`config.mk`:
```
export PLATFORM = sky130hd
export DESIGN_NAME = ps2_mouse_packet_cursor_unit
export DESIGN_NICKNAME = d
export VERILOG_FILES = /design/src/rtl/core/ps2mc_pkg.sv /design/src/rtl/core/ps2mc_axis_clamp.sv /design/src/rtl/core/ps2_mouse_packet_cursor_unit.sv
export VERILOG_INCLUDE_DIRS = /design/src /design/src/rtl/core
export SDC_FILE = /design/constraint.sdc
export NUM_CORES = 1
export LEC_CHECK = 0
export ABC_AREA = 0
export BUFFER_PORTS_ARGS = -buffer_cell sky130_fd_sc_hd__buf_2
export CAP_MARGIN = 15
export CORE_ASPECT_RATIO = 1.1
export CORE_MARGIN = 2
export CORE_UTILIZATION = 65
export CTS_BUF_LIST = sky130_fd_sc_hd__clkbuf_16
export CTS_CLUSTER_DIAMETER = 30
export CTS_CLUSTER_SIZE = 14
export DETAILED_ROUTE_END_ITERATION = 6
export PLACE_DENSITY = 0.87
export SETUP_SLACK_MARGIN = 0.3
export SLEW_MARGIN = 20
export SYNTH_ARGS = -nofsm -noshare
export SYNTH_HDL_FRONTEND = slang
export SYNTH_SLANG_ARGS = --single-unit
```
`constraint.sdc`:
```
create_clock -name clk -period 5.75 [get_ports clk]
set_input_delay 1.15 -clock clk [delete_from_list [all_inputs] [get_ports clk]]
set_output_delay 1.15 -clock clk [all_outputs]
set_load 0.1 [all_outputs]
```
`src/rtl/core/ps2_mouse_packet_cursor_unit_macros.svh`:
```
// Assertion macros shared by the PS/2 mouse packet cursor RTL.
`ifndef PS2_MOUSE_PACKET_CURSOR_UNIT_MACROS_SVH
`define PS2_MOUSE_PACKET_CURSOR_UNIT_MACROS_SVH

`ifndef SYNTHESIS

// A condition that must hold at every clock edge outside reset.
`define PS2MC_ASSERT(label, clk, rst_n, cond) \
	label: assert property (@(posedge clk) disable iff (!(rst_n)) (cond)) \
		else $error("ps2mc assertion failed");

// When the antecedent holds, the consequent must hold in the same cycle.
`define PS2MC_ASSERT_IMPLY(label, clk, rst_n, ante, cons) \
	label: assert property (@(posedge clk) disable iff (!(rst_n)) (ante) |-> (cons)) \
		else $error("ps2mc implication failed");

`else

`define PS2MC_ASSERT(label, clk, rst_n, cond)
`define PS2MC_ASSERT_IMPLY(label, clk, rst_n, ante, cons)

`endif

`endif

```
`src/rtl/core/ps2mc_pkg.sv`:
```
// Package with the types and constants of the PS/2 mouse packet cursor unit.
package ps2mc_pkg;

	localparam int BYTE_W    = 8;
	localparam int BUTTON_W  = 3;
	localparam int CFG_IDX_W = 2;

	// Bit 3 of a header byte is always set by the mouse.
	localparam int HEADER_SYNC_BIT = 3;

	localparam logic [15:0] RESET_WIDTH  = 16'd800;
	localparam logic [15:0] RESET_HEIGHT = 16'd600;

	localparam logic [CFG_IDX_W-1:0] REG_SCREEN_WIDTH  = 2'd0;
	localparam logic [CFG_IDX_W-1:0] REG_SCREEN_HEIGHT = 2'd1;

	typedef enum logic [1:0] {
		PH_HEADER  = 2'd0,
		PH_DELTA_X = 2'd1,
		PH_DELTA_Y = 2'd2
	} phase_t;

endpackage

```
`src/rtl/core/ps2mc_axis_clamp.sv`:
```
// Adds a signed delta to one pointer axis and clamps the result to the screen.
module ps2mc_axis_clamp #(
	parameter int COORD_WIDTH = 12
) (
	input  logic [COORD_WIDTH-1:0]   cursor,
	input  logic [7:0]               delta,
	input  logic                     negate,
	input  logic [COORD_WIDTH-1:0]   size,
	output logic [COORD_WIDTH-1:0]   pos
);
	logic [COORD_WIDTH+1:0] cur_ext;
	logic [COORD_WIDTH+1:0] dlt_ext;
	logic [COORD_WIDTH+1:0] sum;

	assign cur_ext = {2'b00, cursor};
	assign dlt_ext = {{(COORD_WIDTH-6){delta[7]}}, delta};
	assign sum     = negate ? (cur_ext - dlt_ext) : (cur_ext + dlt_ext);

	// The sum is signed; its top bit marks a move past the left or top edge.
	always_comb begin
		if ((size == '0) || sum[COORD_WIDTH+1]) begin
			pos = '0;
		end else if (sum[COORD_WIDTH:0] >= {1'b0, size}) begin
			pos = size - COORD_WIDTH'(1);
		end else begin
			pos = sum[COORD_WIDTH-1:0];
		end
	end
endmodule

```
`src/rtl/core/ps2_mouse_packet_cursor_unit.sv`:
```
// Top level of the PS/2 mouse packet cursor unit.
//
//   channel   direction  handshake                   payload
//   s_axis    in         s_axis_tvalid/s_axis_tready  tdata: data_byte
//   m_axis    out        m_axis_tvalid/m_axis_tready  tdata: pos_x, pos_y, button_bits
//   cfg       in         cfg_we                       cfg_addr, cfg_wdata
//
// Each byte is held in the input register and is decoded once the output
// register is free or being taken; a byte can be accepted in every cycle
// while the output is not stalled. Only the third byte of a packet produces
// an item, which lands in the output register. A stalled output holds at
// most one byte more in the input register before tready drops.
// Reset restores the 800 by 600 screen with the pointer centered.
module ps2_mouse_packet_cursor_unit #(
	parameter int COORD_WIDTH = 12
) (
	input  logic                                   clk,
	input  logic                                   arst_n,
	// data_byte in bits 7:0
	input  logic [ps2mc_pkg::BYTE_W-1:0]           s_axis_tdata,
	input  logic                                   s_axis_tvalid,
	output logic                                   s_axis_tready,
	// pos_x, then pos_y, then button_bits, zero padded to whole bytes
	output logic [((2*COORD_WIDTH+ps2mc_pkg::BUTTON_W+7)/8)*8-1:0] m_axis_tdata,
	output logic                                   m_axis_tvalid,
	input  logic                                   m_axis_tready,
	input  logic                                   cfg_we,
	input  logic [ps2mc_pkg::CFG_IDX_W-1:0]        cfg_addr,
	input  logic [COORD_WIDTH-1:0]                 cfg_wdata
);
	import ps2mc_pkg::*;

	`include "ps2_mouse_packet_cursor_unit_macros.svh"

	localparam int OUT_BITS = 2*COORD_WIDTH + BUTTON_W;
	localparam int OUT_W    = ((OUT_BITS + 7) / 8) * 8;

	// Input register.
	logic              in_valid_s1;
	logic [BYTE_W-1:0] in_byte_s1;

	// Packet state.
	phase_t            phase_q, phase_d;
	logic [BYTE_W-1:0] header_q;
	logic [BYTE_W-1:0] delta_x_q;
	logic [COORD_WIDTH-1:0] width_q, height_q;
	logic [COORD_WIDTH-1:0] cursor_x_q, cursor_y_q;

	// Output register.
	logic                   out_valid_s2;
	logic [COORD_WIDTH-1:0] pos_x_s2, pos_y_s2;
	logic [BUTTON_W-1:0]    buttons_s2;

	logic advance;
	logic fire;
	logic emit;
	logic [COORD_WIDTH-1:0] new_x, new_y;

	// The decode step runs when the output register can take a new item.
	assign advance       = !out_valid_s2 || m_axis_tready;
	assign fire          = in_valid_s1 && advance;
	assign s_axis_tready = !in_valid_s1 || advance;

	always_ff @(posedge clk or negedge arst_n) begin
		if (!arst_n) begin
			in_valid_s1 <= 1'b0;
		end else if (s_axis_tready) begin
			in_valid_s1 <= s_axis_tvalid;
		end
	end

	always_ff @(posedge clk) begin
		if (s_axis_tready && s_axis_tvalid) begin
			in_byte_s1 <= s_axis_tdata;
		end
	end

	// Packet framing: the header must carry the sync bit, then two deltas.
	always_comb begin
		phase_d = phase_q;
		emit    = 1'b0;
		if (fire) begin
			case (phase_q)
				PH_DELTA_X: phase_d = PH_DELTA_Y;
				PH_DELTA_Y: begin
					phase_d = PH_HEADER;
					emit    = 1'b1;
				end
				default: phase_d = in_byte_s1[HEADER_SYNC_BIT] ? PH_DELTA_X : PH_HEADER;
			endcase
		end
	end

	always_ff @(posedge clk or negedge arst_n) begin
		if (!arst_n) begin
			phase_q <= PH_HEADER;
		end else begin
			phase_q <= phase_d;
		end
	end

	ps2mc_axis_clamp #(
		.COORD_WIDTH(COORD_WIDTH)
	) u_clamp_x (
		.cursor (cursor_x_q),
		.delta  (delta_x_q),
		.negate (1'b0),
		.size   (width_q),
		.pos    (new_x)
	);

	// The mouse reports Y upward, so the screen Y moves the other way.
	ps2mc_axis_clamp #(
		.COORD_WIDTH(COORD_WIDTH)
	) u_clamp_y (
		.cursor (cursor_y_q),
		.delta  (in_byte_s1),
		.negate (1'b1),
		.size   (height_q),
		.pos    (new_y)
	);

	// Screen size, pointer and the stored packet bytes. A size write recenters the
	// pointer on both axes. The user must do so with no byte in flight; not enforced.
	always_ff @(posedge clk or negedge arst_n) begin
		if (!arst_n) begin
			header_q   <= '0;
			delta_x_q  <= '0;
			width_q    <= RESET_WIDTH[COORD_WIDTH-1:0];
			height_q   <= RESET_HEIGHT[COORD_WIDTH-1:0];
			cursor_x_q <= RESET_WIDTH[COORD_WIDTH-1:0] >> 1;
			cursor_y_q <= RESET_HEIGHT[COORD_WIDTH-1:0] >> 1;
		end else begin
			if (cfg_we && (cfg_addr == REG_SCREEN_WIDTH)) begin
				width_q    <= cfg_wdata;
				cursor_x_q <= cfg_wdata >> 1;
				cursor_y_q <= height_q >> 1;
			end else if (cfg_we && (cfg_addr == REG_SCREEN_HEIGHT)) begin
				height_q   <= cfg_wdata;
				cursor_x_q <= width_q >> 1;
				cursor_y_q <= cfg_wdata >> 1;
			end else if (emit) begin
				cursor_x_q <= new_x;
				cursor_y_q <= new_y;
			end
			if (fire && (phase_q == PH_DELTA_X)) begin
				delta_x_q <= in_byte_s1;
			end else if (fire && (phase_q != PH_DELTA_Y)) begin
				header_q <= in_byte_s1;
			end
		end
	end

	always_ff @(posedge clk or negedge arst_n) begin
		if (!arst_n) begin
			out_valid_s2 <= 1'b0;
		end else if (emit) begin
			out_valid_s2 <= 1'b1;
		end else if (m_axis_tready) begin
			out_valid_s2 <= 1'b0;
		end
	end

	always_ff @(posedge clk) begin
		if (emit) begin
			pos_x_s2   <= new_x;
			pos_y_s2   <= new_y;
			buttons_s2 <= header_q[BUTTON_W-1:0];
		end
	end

	assign m_axis_tvalid = out_valid_s2;
	assign m_axis_tdata  = {{(OUT_W-OUT_BITS){1'b0}}, buttons_s2, pos_y_s2, pos_x_s2};

	// The pointer never leaves the screen; an empty axis pins it at zero.
	`PS2MC_ASSERT(a_cursor_x_on_screen, clk, arst_n,
		(cursor_x_q < width_q) || ((width_q == '0) && (cursor_x_q == '0)))
	`PS2MC_ASSERT(a_cursor_y_on_screen, clk, arst_n,
		(cursor_y_q < height_q) || ((height_q == '0) && (cursor_y_q == '0)))
	// A new item only appears after the last byte of a packet was decoded.
	`PS2MC_ASSERT_IMPLY(a_item_after_third_byte, clk, arst_n,
		$rose(out_valid_s2), $past(phase_q == PH_DELTA_Y) && $past(fire))

endmodule
```
== Yosys cells after proc, flatten, opt, wreduce, memory -nomap -nowiden ==
Cells that the tools add are included.

* Memories kept: 0
* Bits in latches: 0
* Bits in writable memories: 0
* Flip-flop bits (word level): 98
* ROM bits: 0
* Output and inout port bits: 34
* Word-level logic and storage cells: 60

* Order comparisons: 2
* Bitwise gates (word level): 2
* Muxes and demuxes: 16
* Add/subtract/negate cells: 4
* Multiply operators: 0
* Divide/modulo/power cells: 0
* Shifts and indexed selects: 0
* Equality and inequality tests: 4
* Reductions and logical operators: 19

{| class="wikitable"
|+ Operators by type and width
! cell !! number
|-
| $mux W12 || 10
|-
| $ge A13 B12 Y1 || 2
|-
| $logic_not A12 Y1 || 2
|-
| $sub A12 B1 Y12 const B || 2
|-
| $add A13 B8 Y14 || 1
|-
| $sub A13 B8 Y14 || 1
|-
| $logic_and A1 B1 Y1 || 6
|-
| $mux W1 || 5
|-
| $eq A2 B1 Y1 const B || 2
|-
| $logic_or A1 B1 Y1 || 4
|-
| $pmux W2 S2 || 1
|-
| $reduce_and A2 Y1 || 2
|-
| $reduce_bool A3 Y1 || 1
|-
| $eq A2 B2 Y1 const B || 1
|-
| $logic_not A1 Y1 || 2
|-
| $logic_not A2 Y1 || 1
|-
| $ne A2 B2 Y1 const B || 1
|-
| $not A1 Y1 || 2
|-
| $reduce_bool A2 Y1 || 1
|}

== Depth between registers and ports, before layout ==
Gate-level depths: netlist of run 1.

* Depth after elaboration: 7
* Mapped depth: 18
* Gate-level depth less buffers: 17

== Hierarchy ==
From an unflattened synthesis of run 1, not the netlist that was laid out.

* Cells, all modules: 810
* Area total of the unflattened synthesis: 7793.7 um2

{| class="wikitable"
|+ Modules (own cells, without submodules)
! module !! instances !! cells each !! area an instance (um2) !! seq. area each (um2)
|-
| ps2_mouse_packet_cursor_unit || 1 || 302 || 4055.1 || 2645.0
|-
| ps2mc_axis_clamp || 2 || 254 || 1869.3 || 0.0
|}

== Worst setup path before layout of run 1 ==
OpenSTA, ideal clock, no wires.

* Kind: flip-flop to flip-flop
* Start: register cursor_y_q[0]
* End: register pos_y_s2[11], data pin
* Clock period less this slack: 3.498 ns
* Setup slack: 2.252 ns
* Stages on the path, launching flop included: 19
* Buffers on the path: 1
* Library setup time: 0.272 ns
* Data required time: 5.478 ns
* Arrival time: 3.227 ns
* Cells stage by stage: dfrtp_1 -> inv_1 -> ha_1 -> inv_1 -> fa_1 -> a211o_1 -> a21oi_1 -> o21bai_1 -> xor2_1 -> ha_1 -> a21o_1 -> a21oi_1 -> nor2b_1 -> o21ai_0 -> a31oi_1 -> nor3_2 -> buf_4 -> mux2i_1 -> nor2_1

* Longest elaborated chain between the ends: 4

{| class="wikitable"
|+ Ends and longest elaborated chain
! element !! line !! RTL
|-
| start: declaration || ps2_mouse_packet_cursor_unit.sv:47 || <nowiki>logic [COORD_WIDTH-1:0] cursor_x_q, cursor_y_q;</nowiki>
|-
| start signal: assignment || ps2_mouse_packet_cursor_unit.sv:132 || <nowiki>cursor_y_q <= RESET_HEIGHT[COORD_WIDTH-1:0] >> 1;</nowiki>
|-
| start signal: assignment || ps2_mouse_packet_cursor_unit.sv:137 || <nowiki>cursor_y_q <= height_q >> 1;</nowiki>
|-
| start signal: assignment || ps2_mouse_packet_cursor_unit.sv:141 || <nowiki>cursor_y_q <= cfg_wdata >> 1;</nowiki>
|-
| $sub A13 B8 Y14 * || ps2mc_axis_clamp.sv:17 || <nowiki>assign sum = negate ? (cur_ext - dlt_ext) : (cur_ext + dlt_ext);</nowiki>
|-
| $ge A13 B12 Y1 || ps2mc_axis_clamp.sv:23 || <nowiki>end else if (sum[COORD_WIDTH:0] >= {1'b0, size}) begin</nowiki>
|-
| $mux W12 || ps2mc_axis_clamp.sv:23 ||
|-
| $mux W12 * || ps2mc_axis_clamp.sv:21 || <nowiki>if ((size == '0) || sum[COORD_WIDTH+1]) begin</nowiki>
|-
| via new_y[11] || ps2_mouse_packet_cursor_unit.sv:57 || <nowiki>logic [COORD_WIDTH-1:0] new_x, new_y;</nowiki>
|-
| end signal: assignment || ps2_mouse_packet_cursor_unit.sv:167 || <nowiki>pos_y_s2 <= new_y;</nowiki>
|-
| end: declaration || ps2_mouse_packet_cursor_unit.sv:51 || <nowiki>logic [COORD_WIDTH-1:0] pos_x_s2, pos_y_s2;</nowiki>
|}

The timed path passes the listed nets; every way through them passes the cells marked *.
A chain may end at the register's enable or synchronous reset.

== Worst setup path in the final report of run 1 ==
* Start: register delta_x_q[1]
* End: register pos_x_s2[7], data pin

* Longest elaborated chain between the ends: 4

{| class="wikitable"
|+ Ends and longest elaborated chain
! element !! line !! RTL
|-
| start: declaration || ps2_mouse_packet_cursor_unit.sv:45 || <nowiki>logic [BYTE_W-1:0] delta_x_q;</nowiki>
|-
| start signal: assignment || ps2_mouse_packet_cursor_unit.sv:147 || <nowiki>delta_x_q <= in_byte_s1;</nowiki>
|-
| $add A13 B8 Y14 * || ps2mc_axis_clamp.sv:17 ||
|-
| $ge A13 B12 Y1 || ps2mc_axis_clamp.sv:23 ||
|-
| $mux W12 || ps2mc_axis_clamp.sv:23 ||
|-
| $mux W12 * || ps2mc_axis_clamp.sv:21 ||
|-
| via new_x[7] || ps2_mouse_packet_cursor_unit.sv:57 ||
|-
| end signal: assignment || ps2_mouse_packet_cursor_unit.sv:166 || <nowiki>pos_x_s2 <= new_x;</nowiki>
|-
| end: declaration || ps2_mouse_packet_cursor_unit.sv:51 ||
|}

Marked as above.

==> out/results.ini, run 1 <==
[status]
status=complete, no violations

[grt]
grt_pass1_vias=4984
grt_pass1_wl_um=24200
grt_overflow=0
grt_max_degree=64
gr-usage-all-layers_pct=29.5
grt_antenna_before_repair=0

[power]
power_density_mw_per_mm2=634
p_seq_share_pct=27.0
vdd_drop_max_v=0.000273
power_frac_comb_pct=60.0
power_mw=4.36
power.share.clock_pct=13.0
swShare_pct=47.2
internal_power_mw=2.30
p_sw_mw=2.06
power_leakage_nw=3.17

[route]
routed_wl_um=14900
drtPass1Iterations=5
ant_nets=0
wl_per_cell_um=18.6
vias=4933
vias_per_cell=6.16
drcViolationCount=0
first_iter_violations=432

[critical_path]
end_kind=flip-flop
arrival_ns=4.00
critical_path.startpoint_type=flip-flop
startpoint=delta_x_q[1]$_DFFE_PN0P_
critPathMaxFanout=12
required_ns=5.83
crit_type=reg -> reg
r2r_start=delta_x_q[1]$_DFFE_PN0P_

[cts]
cts_tree=built
clk_pin_slew_ns=0.07
numCtsBuffers=9
insertion_delay_ns=0.36
cts_resized=0
h-tree-depth=3
post-cts-setup-buffers=0
cts_sinks=98
cts-root-buf=clkbuf_16
clockBufferDepth=2
hold_buffers=0

[logic_synthesis]
ys_warn_count=0
synth-seq-cells=98
dominantRegCellSynth=dfrtp_1
synthTopCellsByArea=dfrtp_1 20%, edfxtp_1 17%, ha_1 11%
synth-edff-count=35
yosys.area.top_type=dfrtp_1
synth_top_cell_area_share_pct=19.6
synth-seq-area-share_pct=42.3
synth_commonest_cells=61 x nor2_1, 54 x ha_1, 50 x inv_1
synthArstFlopShare_pct=64.3
yosysMostFrequentCell=nor2_1
post_synth_inst_count=629
synth.avg_cell_area_um2=9.93
synth.distinct_cells=57
synthesis.area_mm2=0.00625

[job]
maxCapViolCount=0

[sta]
setup_ws_ns=1.83
clock_skew_ns=0.0135
grt_setup_unrepaired=false
maxSlewViolCount=0
slew_headroom_pct=25.5
fin_crit_sh_pct=68.2
finalHoldViolCount=0
setup_violations=0
fin_tns_setup_ns=0
fmax_mhz=255
worstMarginPinSlew_ns=1.11
fin_crit_ns=3.92

[cells_and_area]
layout-drive-gt1-share_pct=16.7
fin_cells=801
fillCellCount=658
finalNetCount=762
seqCellArea_mm2=0.00265
syn2layout_area_growth_pct=10.1
n_antenna_cell=0
multi_input_area_mm2=0.00330

[hold_path]
hold_start=header_q[0]$_DFFE_PN0P_
hold_path_class=reg -> reg

[placed_design]
dp_slack_ns=1.93
hpwl_um=11000
routabilityCongestion=0.988
portBuffers=55
post-place-cells=785

[floorplan]
die_h_um=107
dieWidth_um=97.5
num_rows=37
die_area_mm2=0.0104
core_area_mm2=0.00935
initial_core_util_pct=66.8
io_pins=61

-- worst max-delay path, cell delays in order, from the launching register on --
cell and delay, ns:
dfrtp_1 0.42, ha_1 0.31, a21oi_1 0.23, o22ai_1 0.16
or3b_1 0.43, a31o_1 0.23, a21oi_1 0.17, xnor2_1 0.16
inv_1 0.06, ha_1 0.27, o21ai_0 0.07, nor2_1 0.11
a211o_1 0.56, mux2i_1 0.40, nor2_1 0.07
-- flip-flops by register name, indices dropped and copies added, names as in the netlist, 2 cells and up --
name        cells
width_q        12
phase_q         2
pos_x_s2       12
height_q       12
delta_x_q       8
buttons_s2      3
header_q        3
pos_y_s2       12
cursor_y_q     12
in_byte_s1      8
cursor_x_q     12
-- final timing paths --
| kind | to | slack [ns] | cells after the start |
|---|---|---|---|
| worst min-delay path | buttons_s2[0]$_DFFE_PP_ | 0.46 | 0 |
| max in group asynchronous | width_q[10]$_DFFE_PN0P_ | 4.25 | 2 |
| min in group asynchronous | m_axis_tvalid$_DFFE_PN0P_ | 0.96 | 2 |
| worst max register to register | pos_x_s2[7]$_DFFE_PP_ | 1.83 | 14 |
| worst min register to register | buttons_s2[0]$_DFFE_PP_ | 0.46 | 0 |
| worst max-delay path | pos_x_s2[7]$_DFFE_PP_ | 1.83 | 14 |
-- cell families (layout without fill, tap and decap cells) --
family | Yosys count | after routing | synth area share, %
simple gates | 165 | 165 | 11.9
compound gates | 137 | 137 | 14.3
flops | 98 | 98 | 42.3
buf+inv | 77 | 128 | 5.13
mux | 60 | 60 | 9.94
fa+ha+maj | 56 | 56 | 11.5
xor+xnor | 35 | 35 | 4.91
other cells | 1 | 5 | 0.0600
-- area by class of cell --
type                       count  area share, %
timing repair buffer          62           4.77
inverter                      50           2.73
sequential                    98           38.5
multi-input combinational    458           47.9
tap                          117           2.13
clock buffer                   9           3.28
clock inverter                 7          0.673
-- per-layer routing --
layer	GRT usage (%)	part of all wire, %	vias to the layer above
li1	-	-	2328
met1	37.8	42	2383
met2	49.3	49	190
met3	6.06	6.4	32
met4	11.7	2.6	0
met5	0	0	-
-- power groups by stage --
stage	clock, mW	combinational, mW	sequential (mW)
2_1_floorplan	0	1.81	1.42
6_report	0.568	2.61	1.17
4_1_cts	0.565	2.59	1.17
5_1_grt	0.595	2.87	1.19
3_3_place_gp	0	2.47	1.17
3_5_place_dp	0	2.57	1.18
-- per-stage QoR --
| step | hold WS, ns | util [%] | area, um2 |
|---|---|---|---|
| finish | 0.456 | 73.5 | 6870 |
| global route | 0.477 | 73.5 | 6870 |
| CTS | 0.457 | 73.5 | 6870 |
| detailed placement | 0.442 | 70.6 | 6600 |
| global placement | 0.425 | 70.6 | 6600 |
| floorplan | 0.419 | - | 6260 |
-- layout by cell type, fill, tap and decap left out, types with 6 or more instances in the layout --
| cell | n |
|---|---|
| nand2_1 | 48 |
| edfxtp_1 | 35 |
| o21a_1 | 7 |
| mux2_2 | 16 |
| xor2_1 | 6 |
| clkbuf_16 | 9 |
| inv_1 | 51 |
| dfstp_2 | 14 |
| a21oi_1 | 20 |
| xnor2_1 | 29 |
| a211oi_1 | 7 |
| o221ai_1 | 11 |
| a31oi_1 | 14 |
| mux2i_1 | 44 |
| a21o_1 | 6 |
| nand2b_1 | 6 |
| buf_4 | 7 |
| nor2b_1 | 6 |
| buf_2 | 55 |
| nand3_1 | 20 |
| o21ai_0 | 43 |
| ha_1 | 54 |
| o31ai_1 | 6 |
| nor2_1 | 61 |
| dfrtp_1 | 49 |
No activity file was read; power rests on OpenSTA's default activity.
==> run 2, diff against run 1 <==
CORE_UTILIZATION = 54   (was 65)
PLACE_DENSITY = 0.78   (was 0.87)
clock period = 3.5 ns   (was 5.75 ns; I/O delays follow)
==> run 2 against run 1 <==
Sequential share of layout area down 4.2 points; final area increased by 12%; the flow now finishes with violations (negative setup slack); critical endpoint is now cursor_y_q[6]$_DFFE_PN0P_; die area increased by 20%.
==> out/results.ini, run 2 (synthesis results as in run 1) <==
[sta]
setup_ws_ns=-0.261
fin_crit_ns=3.76
finalHoldViolCount=0
clock_skew_ns=0.00772
maxSlewViolCount=0
fmax_mhz=266
fin_crit_sh_pct=107
worstMarginPinSlew_ns=0.893
slew_headroom_pct=40.4
setup_violations=48
grt_setup_unrepaired=true

[route]
drcViolationCount=0
wl_per_cell_um=20.3
drtPass1Iterations=5
vias_per_cell=6.11
ant_nets=0
vias=5393
first_iter_violations=461
routed_wl_um=17900

[placed_design]
hpwl_um=12000
placed_area_mm2=0.00697
post-place-cells=854
routabilityCongestion=0.916
portBuffers=55
dp_slack_ns=-0.239

[critical_path]
required_ns=3.69
critPathMaxFanout=7
critical_path.startpoint_type=flip-flop
arrival_ns=3.95
end_kind=flip-flop
crit_type=reg -> reg

[cells_and_area]
finalNetCount=810
layout-drive-gt1-share_pct=30.1
n_antenna_cell=0
final_cell_mix=59 x nor2_1, 55 x buf_2, 50 x inv_1
final_common_cell=nor2_1
design_area_mm2=0.00771
fin_util_pct=67.7
fin_cells=882
syn2layout_area_growth_pct=23.5

[grt]
grt_pass1_vias=5462
grt_pass1_wl_um=27500
grt_max_degree=64
grt_overflow=0
grt_antenna_before_repair=0
gr-usage-all-layers_pct=28.4

[floorplan]
initial_core_util_pct=54.8
die_h_um=117
num_rows=41
core_area_mm2=0.0114
io_pins=61
dieWidth_um=107
die_area_mm2=0.0124

[cts]
insertion_delay_ns=0.34
clk_pin_slew_ns=0.07
cts-root-buf=clkbuf_16
h-tree-depth=3
cts_tree=built
cts_sinks=98
numCtsBuffers=9
clockBufferDepth=2

[hold_path]
hold_path_class=reg -> reg

[job]
maxCapViolCount=0

[status]
violations=negative setup slack
status=complete, but fails checks

[run 2: path summary, 6_finish.rpt]
path	startpoint	end	slack, ns	cells after the start
max in group asynchronous	arst_n	cursor_x_q[1]$_DFFE_PN0P_	2.38	2
setup / recovery	cursor_y_q[0]$_DFFE_PN0P_	cursor_y_q[6]$_DFFE_PN0P_	-0.26	19
hold reg to reg	header_q[1]$_DFFE_PN0P_	buttons_s2[1]$_DFFE_PP_	0.45	0
setup reg to reg	cursor_y_q[0]$_DFFE_PN0P_	cursor_y_q[6]$_DFFE_PN0P_	-0.26	19
min in group asynchronous	arst_n	delta_x_q[2]$_DFFE_PN0P_	0.55	2
hold / removal	header_q[1]$_DFFE_PN0P_	buttons_s2[1]$_DFFE_PP_	0.45	0
[run 2: stage by stage]
stage          TNS [ns]  hold slack, ns
4_1_cts           -3.90           0.452
5_1_grt          -13.49           0.477
3_5_place_dp      -3.94           0.435
3_3_place_gp      -1.81           0.429
6_report          -8.23           0.454
2_1_floorplan         0           0.404
[run 2: layer usage]
metal | global-route usage (%) | part of all wire, % | vias to the layer above
met2 | 51.5 | 51 | 265
met4 | 11.6 | 3.4 | 0
li1 | - | - | 2428
met5 | 0 | 0 | -
met3 | 3.99 | 6.5 | 56
met1 | 34.3 | 39 | 2644
[run 2: area by class of cell]
type                    instances  area [um2]
multi-input cells             458        3700
repair buffers                110         718
flip-flops and latches         98        2650
well taps                     150         188
fillers                       830        3680
inverters                      50         188
clock buffers                   9         225
clock inverters                 7        43.8
[run 2: what timing repair did]
item                                    CTS  global route
setup buffers                             6             6
resized for setup                        41            35
endpoints found under the setup margin   48            48
hold buffers                              0             0
pin swaps                                17            13
[run 2: critical path: stages (launching register included)]
cell	delay, ns
dfrtp_1	0.39
inv_2	0.07
ha_4	0.14
inv_2	0.04
fa_2	0.33
a211o_1	0.30
a21oi_1	0.15
o21bai_1	0.12
xor2_1	0.22
ha_1	0.28
a21o_1	0.17
a21oi_2	0.13
nor2b_1	0.06
o21ai_1	0.13
a31oi_1	0.11
nor3_2	0.25
buf_6	0.23
mux2i_4	0.26
buf_4	0.14
o21ai_1	0.07
Power of run 2 is left out: the tool's default activity adds up to more than one toggle a clock period on the data nets, which glitch-free logic cannot reach.
==> run 3, diff against run 2 <==
ABC_AREA = 1   (was 0)
CORE_UTILIZATION = 55   (was 54)
PLACE_DENSITY = 0.79   (was 0.78)
==> run 3 against run 2 <==
First-iteration DRC count down 5.9%; largest cell class unchanged; clock skew about the same; the run now ends clean; wire length up 11%.
==> out/results.ini, run 3 <==
[sta]
setup_ws_ns=0.0567
finalHoldViolCount=0
fin_crit_ns=3.44
worstMarginPinSlew_ns=0.792
fmax_mhz=290
maxSlewViolCount=0
grt_setup_unrepaired=true
fin_crit_sh_pct=98.4
slew_headroom_pct=47.2
clock_skew_ns=0.00761
setup_violations=0

[critical_path]
end_kind=flip-flop
arrival_ns=3.56
required_ns=3.61
critPathMaxFanout=5
rrSetupSlack_ns=0.06
crit_type=reg -> reg
critical_path.startpoint_type=flip-flop

[route]
drtPass1Iterations=5
routed_wl_um=19900
wl_per_cell_um=18.2
vias=6208
first_iter_violations=434
vias_per_cell=5.68
ant_nets=0
drcViolationCount=0

[logic_synthesis]
synth_mux_area_share_pct=0
ys_warn_count=0
synth_top_family_by_area=simple AND/OR/NAND/NOR gates
synth_top_cell_area_share_pct=18.2
yosys.area.top_type=dfrtp_1
dominantRegCellSynth=dfrtp_1
synth-seq-cells=98
synthArstFlopShare_pct=64.3
synthAdderAreaFrac_pct=10.6
synth_commonest_cells=206 x nand2_1, 133 x inv_1, 66 x nor2_1
synth-seq-area-share_pct=39.3
synthesis.area_mm2=0.00673
yosysMostFrequentCell=nand2_1
synth_compound_area_share_pct=11.0
post_synth_inst_count=844
synth-edff-count=35
synthTopCellsByArea=dfrtp_1 18%, edfxtp_1 16%, nand2_1 11%
synth.distinct_cells=46
yosys.area_share.simple_pct=25.3
synthXorXnorAreaFrac_pct=4.04
synth.avg_cell_area_um2=7.97

[floorplan]
io_pins=61
dieWidth_um=109
die_area_mm2=0.0131
initial_core_util_pct=56.2
num_rows=42
core_area_mm2=0.0120
die_h_um=120

[grt]
gr-usage-all-layers_pct=29.7
grt_overflow=0
grt_pass1_vias=5986
grt_pass1_wl_um=29400
grt_antenna_before_repair=0
grt_max_degree=35

[cells_and_area]
final_common_cell=nand2_1
n_antenna_cell=0
fin_cells=1093
syn2layout_area_growth_pct=24.5
fillCellCount=902
fin_util_pct=69.9
layout-drive-gt1-share_pct=28.2
final_cell_mix=181 x nand2_1, 121 x inv_1, 60 x nor2_1, 55 x buf_2, 49 x dfrtp_1
finalNetCount=1017

[cts]
cts-root-buf=clkbuf_16
clockBufferDepth=2
h-tree-depth=3
clk_pin_slew_ns=0.08
cts_sinks=98
hold_buffers=0
cts_tree=built
numCtsBuffers=9
insertion_delay_ns=0.35

[job]
maxCapViolCount=0

[placed_design]
portBuffers=55
post-place-cells=1059
hpwl_um=13700
dp_slack_ns=-0.0219
routabilityCongestion=0.994

[hold_path]
hold_path_class=in -> async

[status]
status=complete, no violations

==> run 3: final timing paths <==
check | startpoint | depth (start not counted) | to
worst max-delay path | delta_x_q[0]$_DFFE_PN0P_ | 20 | pos_x_s2[5]$_DFFE_PP_
worst min-delay path | arst_n | 1 | cursor_x_q[6]$_DFFE_PN0P_
worst max register to register | delta_x_q[0]$_DFFE_PN0P_ | 20 | pos_x_s2[5]$_DFFE_PP_
worst min register to register | header_q[1]$_DFFE_PN0P_ | 0 | buttons_s2[1]$_DFFE_PP_
max in group asynchronous | arst_n | 2 | height_q[9]$_DFFE_PN1P_
min in group clk | header_q[1]$_DFFE_PN0P_ | 0 | buttons_s2[1]$_DFFE_PP_
==> run 3: stage by stage <==
stage / TNS, ns / area, um2 / hold slack (ns)
finish: 0 / 8380 / 0.428
global route: -0.00255 / 8380 / 0.475
CTS: 0 / 7870 / 0.446
detailed placement: -0.0219 / 7280 / 0.440
global placement: 0 / 7280 / 0.441
floorplan: 0 / 6750 / 0.404
==> run 3: per-layer routing <==
layer	up-vias	track usage, %	part of all wire, %
met5	-	0	0
met4	0	15.9	6.0
met3	85	3.53	5.5
met2	251	51.4	52
met1	2961	35.4	37
li1	2911	-	-
==> run 3: logic make-up after synthesis <==
logic type | after synthesis
DFF | 98
other | 1
xor gates and xnor gates | 31
AOI/OAI and AO/OA | 125
buffers and inverters | 158
and+or+nand+nor | 375
adders and majority gates | 56
==> run 3: what timing repair did <==
| item | 4_1_cts | 5_1_grt |
|---|---|---|
| endpoints found under the setup margin | 48 | 48 |
| pin swaps | 13 | 40 |
| resized for setup | 33 | 98 |
| cloned | 1 | 0 |
| buffers inserted | 12 | 5 |
==> run 3: cell type report <==
type                       count  area, um2  area share [%]
clock inverter                 7       83.8            1.00
sequential                    98       2650            31.6
inverter                     139        529            6.32
tap                          154        193            2.30
multi-input combinational    593       4070            48.6
clock buffer                   9        225            2.69
timing repair buffer          93        631            7.53
==> run 3: worst max-delay path: stages, from the launching register on <==
cell     delay (ns)
dfrtp_1        0.43
ha_4           0.19
fa_2           0.37
nand3_2        0.10
nand2_2        0.08
buf_4          0.15
xor2_1         0.29
ha_1           0.34
nand2_1        0.08
inv_1          0.05
o21ai_1        0.12
nand3_1        0.14
nand2_1        0.08
nand2_1        0.05
nand2_1        0.08
nand2_2        0.07
nand2_4        0.10
nand2_8        0.09
or2_0          0.24
nand3_2        0.10
inv_1          0.04
Power of run 3 is left out for the same reason.
